File: src/sv/byte_range_to_block_span_top_assert.svh
// ---------------------------------------------------------------------------
// byte range to block span assertion macros
// shared property forms for the span block checks
// ---------------------------------------------------------------------------
`ifndef BYTE_RANGE_TO_BLOCK_SPAN_TOP_ASSERT_SVH
`define BYTE_RANGE_TO_BLOCK_SPAN_TOP_ASSERT_SVH

// same-cycle implication
`define BRBS_ASSERT_NOW(label, ante, cons, msg) \
  label: assert property (@(posedge clk) disable iff (rst) (ante) |-> (cons)) \
    else $error(msg);

// next-cycle implication
`define BRBS_ASSERT_NEXT(label, ante, cons, msg) \
  label: assert property (@(posedge clk) disable iff (rst) (ante) |=> (cons)) \
    else $error(msg);

`endif

File: src/sv/brbs_pkg.sv
// ---------------------------------------------------------------------------
// byte range to block span package
// register indexes, reset values and the sideband carried down the divider
// ---------------------------------------------------------------------------
package brbs_pkg;

  localparam int CFG_INDEX_WIDTH = 2;

  localparam logic [CFG_INDEX_WIDTH-1:0] REG_PART_FIRST = 2'd0;
  localparam logic [CFG_INDEX_WIDTH-1:0] REG_PART_LAST  = 2'd1;
  localparam logic [CFG_INDEX_WIDTH-1:0] REG_BLOCK_SIZE = 2'd2;

  localparam logic [15:0] BLOCK_SIZE_RESET = 16'd512;

  // control that rides along with each beat through the divider cells
  typedef struct packed {
    logic valid;
    logic neg;       // offset counted back from partition end
    logic over_neg;  // negative branch: count runs past partition end
    logic partial;
    logic pre_err;   // geometry or count error known at entry
  } side_t;

endpackage

File: src/sv/brbs_div_cell.sv
// ---------------------------------------------------------------------------
// divider cell
// one restoring step for both dividends: one quotient bit per cell
// ---------------------------------------------------------------------------
module brbs_div_cell import brbs_pkg::*; #(
  parameter int DW  = 48,
  parameter int BIT = 0
) (
  input  logic          clk,
  input  logic          rst,
  input  logic          en,
  input  logic [15:0]   bs,
  input  side_t         side_in,
  input  logic [DW-1:0] a_dvd_in,
  input  logic [DW-1:0] b_dvd_in,
  input  logic [DW-1:0] a_q_in,
  input  logic [DW-1:0] b_q_in,
  input  logic [15:0]   a_rem_in,
  input  logic [15:0]   b_rem_in,
  output side_t         side_out,
  output logic [DW-1:0] a_dvd_out,
  output logic [DW-1:0] b_dvd_out,
  output logic [DW-1:0] a_q_out,
  output logic [DW-1:0] b_q_out,
  output logic [15:0]   a_rem_out,
  output logic [15:0]   b_rem_out
);

  logic [16:0]   a_try, b_try;
  logic          a_ge, b_ge;
  logic [15:0]   a_rem_next, b_rem_next;
  logic [DW-1:0] a_q_next, b_q_next;

  always_comb begin
    a_try = {a_rem_in, a_dvd_in[BIT]};
    b_try = {b_rem_in, b_dvd_in[BIT]};
    a_ge  = a_try >= {1'b0, bs};
    b_ge  = b_try >= {1'b0, bs};
    // below the divisor the trial value fits in 16 bits
    a_rem_next = a_ge ? 16'(a_try - {1'b0, bs}) : a_try[15:0];
    b_rem_next = b_ge ? 16'(b_try - {1'b0, bs}) : b_try[15:0];
    a_q_next = a_q_in;
    b_q_next = b_q_in;
    a_q_next[BIT] = a_ge;
    b_q_next[BIT] = b_ge;
  end

  always_ff @(posedge clk) begin
    if (rst) begin
      side_out.valid <= 1'b0;
    end else if (en) begin
      side_out.valid <= side_in.valid;
    end
    if (en) begin
      side_out.neg      <= side_in.neg;
      side_out.over_neg <= side_in.over_neg;
      side_out.partial  <= side_in.partial;
      side_out.pre_err  <= side_in.pre_err;
      a_dvd_out <= a_dvd_in;
      b_dvd_out <= b_dvd_in;
      a_q_out   <= a_q_next;
      b_q_out   <= b_q_next;
      a_rem_out <= a_rem_next;
      b_rem_out <= b_rem_next;
    end
  end

endmodule

File: config.mk
export PLATFORM = sky130hd
export DESIGN_NAME = brbs_div_cell
export DESIGN_NICKNAME = d
export VERILOG_FILES = /design/src/sv/byte_range_to_block_span_top_assert.svh /design/src/sv/brbs_pkg.sv /design/src/sv/brbs_div_cell.sv
export SDC_FILE = /design/constraint.sdc
export NUM_CORES = 1
export LEC_CHECK = 0
export BUFFER_PORTS_ARGS = -buffer_cell sky130_fd_sc_hd__buf_2
export CAP_MARGIN = 20
export CORE_AREA = 2 2 183 185
export CTS_BUF_LIST = sky130_fd_sc_hd__clkbuf_4
export DETAILED_ROUTE_END_ITERATION = 16
export DIE_AREA = 0 0 185 187
export PLACE_DENSITY = 0.61
export SLEW_MARGIN = 20
export SYNTH_ARGS = -nofsm -noshare
export SYNTH_HDL_FRONTEND = slang
export SYNTH_SLANG_ARGS = --single-unit
File: constraint.sdc
create_clock -name clk -period 3.45 [get_ports clk]
set_input_delay 0.69 -clock clk [delete_from_list [all_inputs] [get_ports clk]]
set_output_delay 0.69 -clock clk [all_outputs]
set_load 0.05 [all_outputs]
==> impl_metrics.ini <==
[outcome]
status = complete, no violations

[synth]
ys_types = 67
synth_edf_count = 228
netlist_area_um2 = 9110
netlist_instances = 541
yosys.area.top_type = edfxtp_1
synthTopCellsByCount = 228 x edfxtp_1, 32 x ha_1, 29 x nand2_1
synth_most_common_cell = edfxtp_1
ys.flop_type = edfxtp_1
syn_nets = 823
synthTopCellsByArea = edfxtp_1 75%, ha_1 4.4%, o21ai_0 1.2%
avgSynthCellArea_um2 = 16.8
netlist.area_leader.share = 0.752
postSynth.asyncResetShare = 0
yosysWarnings = 0
seq_area_frac_synth = 0.754
synth_seq_cells = 229

[critical_path]
slowest_stage = o31a_4
startpoint_type = input pin
crit_family = compound AO/OA/AOI/OAI gates
critPathMaxStageDelay_ps = 330
path_buf_inv = 3
critPathRequiredTime_ps = 3870
path_cells = buf_2 -> inv_1 -> ha_1 -> nor2b_1 -> o31a_1 -> o31a_4 -> o21ai_4 -> o21a_1 -> buf_12 -> mux2_2
worstPathArrival_ps = 2880
path_max_fanout = 13
worst_setup_path_end_kind = flop
critical_path_class = in2reg

[power]
power_per_cell_area_nw_per_um2 = 596
leakagePower_nw = 5.66
peakVddDrop_uv = 211
power_mw = 7.70

[layout]
finalInstanceArea_um2 = 12900
drive_gt1_frac = 0.547
area_growth_pct = 41.7
num-nets-final = 1364
fin_util = 0.393
layoutNonFillerInstCount = 1574

[detailed_routing]
vias = 6804
drc = 0
wire_per_inst_um = 17.8
postRouteAntennaNets = 0
drt-initial-drc-count = 289
via_per_inst = 4.32
wl_um = 27900
first_pass_iters = 6

[cts]
htree_levels = 3
numCtsBuffers = 66
cts_tree = yes
clockBufferDepth = 3
cts-root-buf = clkbuf_4
cts-resized-gates = 0
cts_sinks = 229
cts_hold_buf = 0
cts_setup_buffers = 0
insertion_delay_ps = 650
clk_pin_slew_ps = 60

[die]
initial_core_util = 0.277
core_um2 = 32900
io_pins = 477
die_h_um = 187
dieArea_um2 = 34600
rows = 67
die_x_um = 185

[placement]
placedCellCount = 1462
port_buffers = 474
dp_slack_ps = 294
dpl.hpwl_um = 21600
placed_area_um2 = 12100
gp_congestion = 0.849

[timing]
post-route-min-period_ps = 2460
fin_setup_tns_ps = 0
min_period_over_period = 0.713
rsz0062_at_grt = false
worstMarginPinSlew_ps = 524
final.setup.worst_slack_ps = 989
drv_slew = 0
fin_hold_ws_ps = 173
fin_skew_ps = 0
setup_viol = 0
slew_headroom = 0.651
hold_viol_final = 0
timing.fmax_mhz = 406

[grt]
grt_pass1_wl_um = 39400
antenna_found_initial = 9
grt_pass1_vias = 6793
grt_use_total = 0.154
grt_max_degree = 66
grt-ovfl-total = 0

[run]
maxCapViolations = 0

[hold_path]
hold_class = in2reg
==> final cells by class <==
cell class / instances / area, µm²
Tap cell: 448 / 561
Timing Repair Buffer: 485 / 2500
Fill cell: 3221 / 20000
Inverter: 23 / 86.3
Multi-Input combinational cell: 277 / 2070
Antenna cell: 6 / 15.0
Clock inverter: 15 / 114
Clock buffer: 91 / 683
Sequential cell: 229 / 6870
==> metal layers <==
metal	wire (µm)	part of all wire	track usage	vias to the layer above
met5	32	0.0011	0	-
met4	757	0.027	0.0662	4
met3	2760	0.099	0.0666	57
met2	14000	0.50	0.263	318
met1	10400	0.37	0.166	3190
li1	-	-	-	3235
==> cells in the final DEF, fill, tap and decap left out, drive strengths merged, types with 10 or more instances in the layout <==
| cell type | count |
|---|---|
| mux2 | 11 |
| inv | 25 |
| nand2 | 29 |
| clkinv | 10 |
| ha | 32 |
| nor3 | 10 |
| o21ai | 25 |
| a21o | 13 |
| clkbuf | 91 |
| edfxtp | 228 |
| a21oi | 23 |
| xnor2 | 10 |
| nor2 | 12 |
| a31oi | 10 |
| buf | 485 |
==> final timing paths <==
kind	slack [ps]	cells after the start	from	end
setup / recovery	990	10	bs[1]	a_rem_out[4]$_DFFE_PP_
hold / removal	170	1	a_dvd_in[43]	a_dvd_out[43]$_DFFE_PP_
hold reg to reg	490	2	side_out[4]$_SDFFE_PP0P_	side_out[4]$_SDFFE_PP0P_
setup reg to reg	2880	2	side_out[4]$_SDFFE_PP0P_	side_out[4]$_SDFFE_PP0P_
==> power breakdown <==
part,internal (mW),switching (mW),leakage [nW],total [mW]
logic,0.467,1.35,2.94,1.81
registers,3.35,0.0562,2.24,3.41
clock network,1.36,1.11,0.474,2.47
total,5.18,2.52,5.66,7.70
==> sequential cells by signal, indices dropped and copies added (netlist names) <==
| register | count |
|---|---|
| b_q_out | 48 |
| a_dvd_out | 48 |
| b_rem_out | 16 |
| a_rem_out | 16 |
| side_out | 5 |
| b_dvd_out | 48 |
| a_q_out | 48 |
==> cell families (layout without fill, tap and decap cells) <==
logic type               count (synthesis)  in the layout  share of synthesized area
adder cells (fa/ha/maj)                 34             34                     0.0484
buffers and inverters                   35            614                     0.0183
multiplexers                            15             15                     0.0192
XOR/XNOR                                18             18                     0.0173
AO/OA/AOI/OAI                          111            111                     0.0861
AND/OR/NAND/NOR                         99             99                     0.0567
other                                    0              6                          0
flip-flops                             229            229                      0.754
Power figures use the tool's default switching activity.
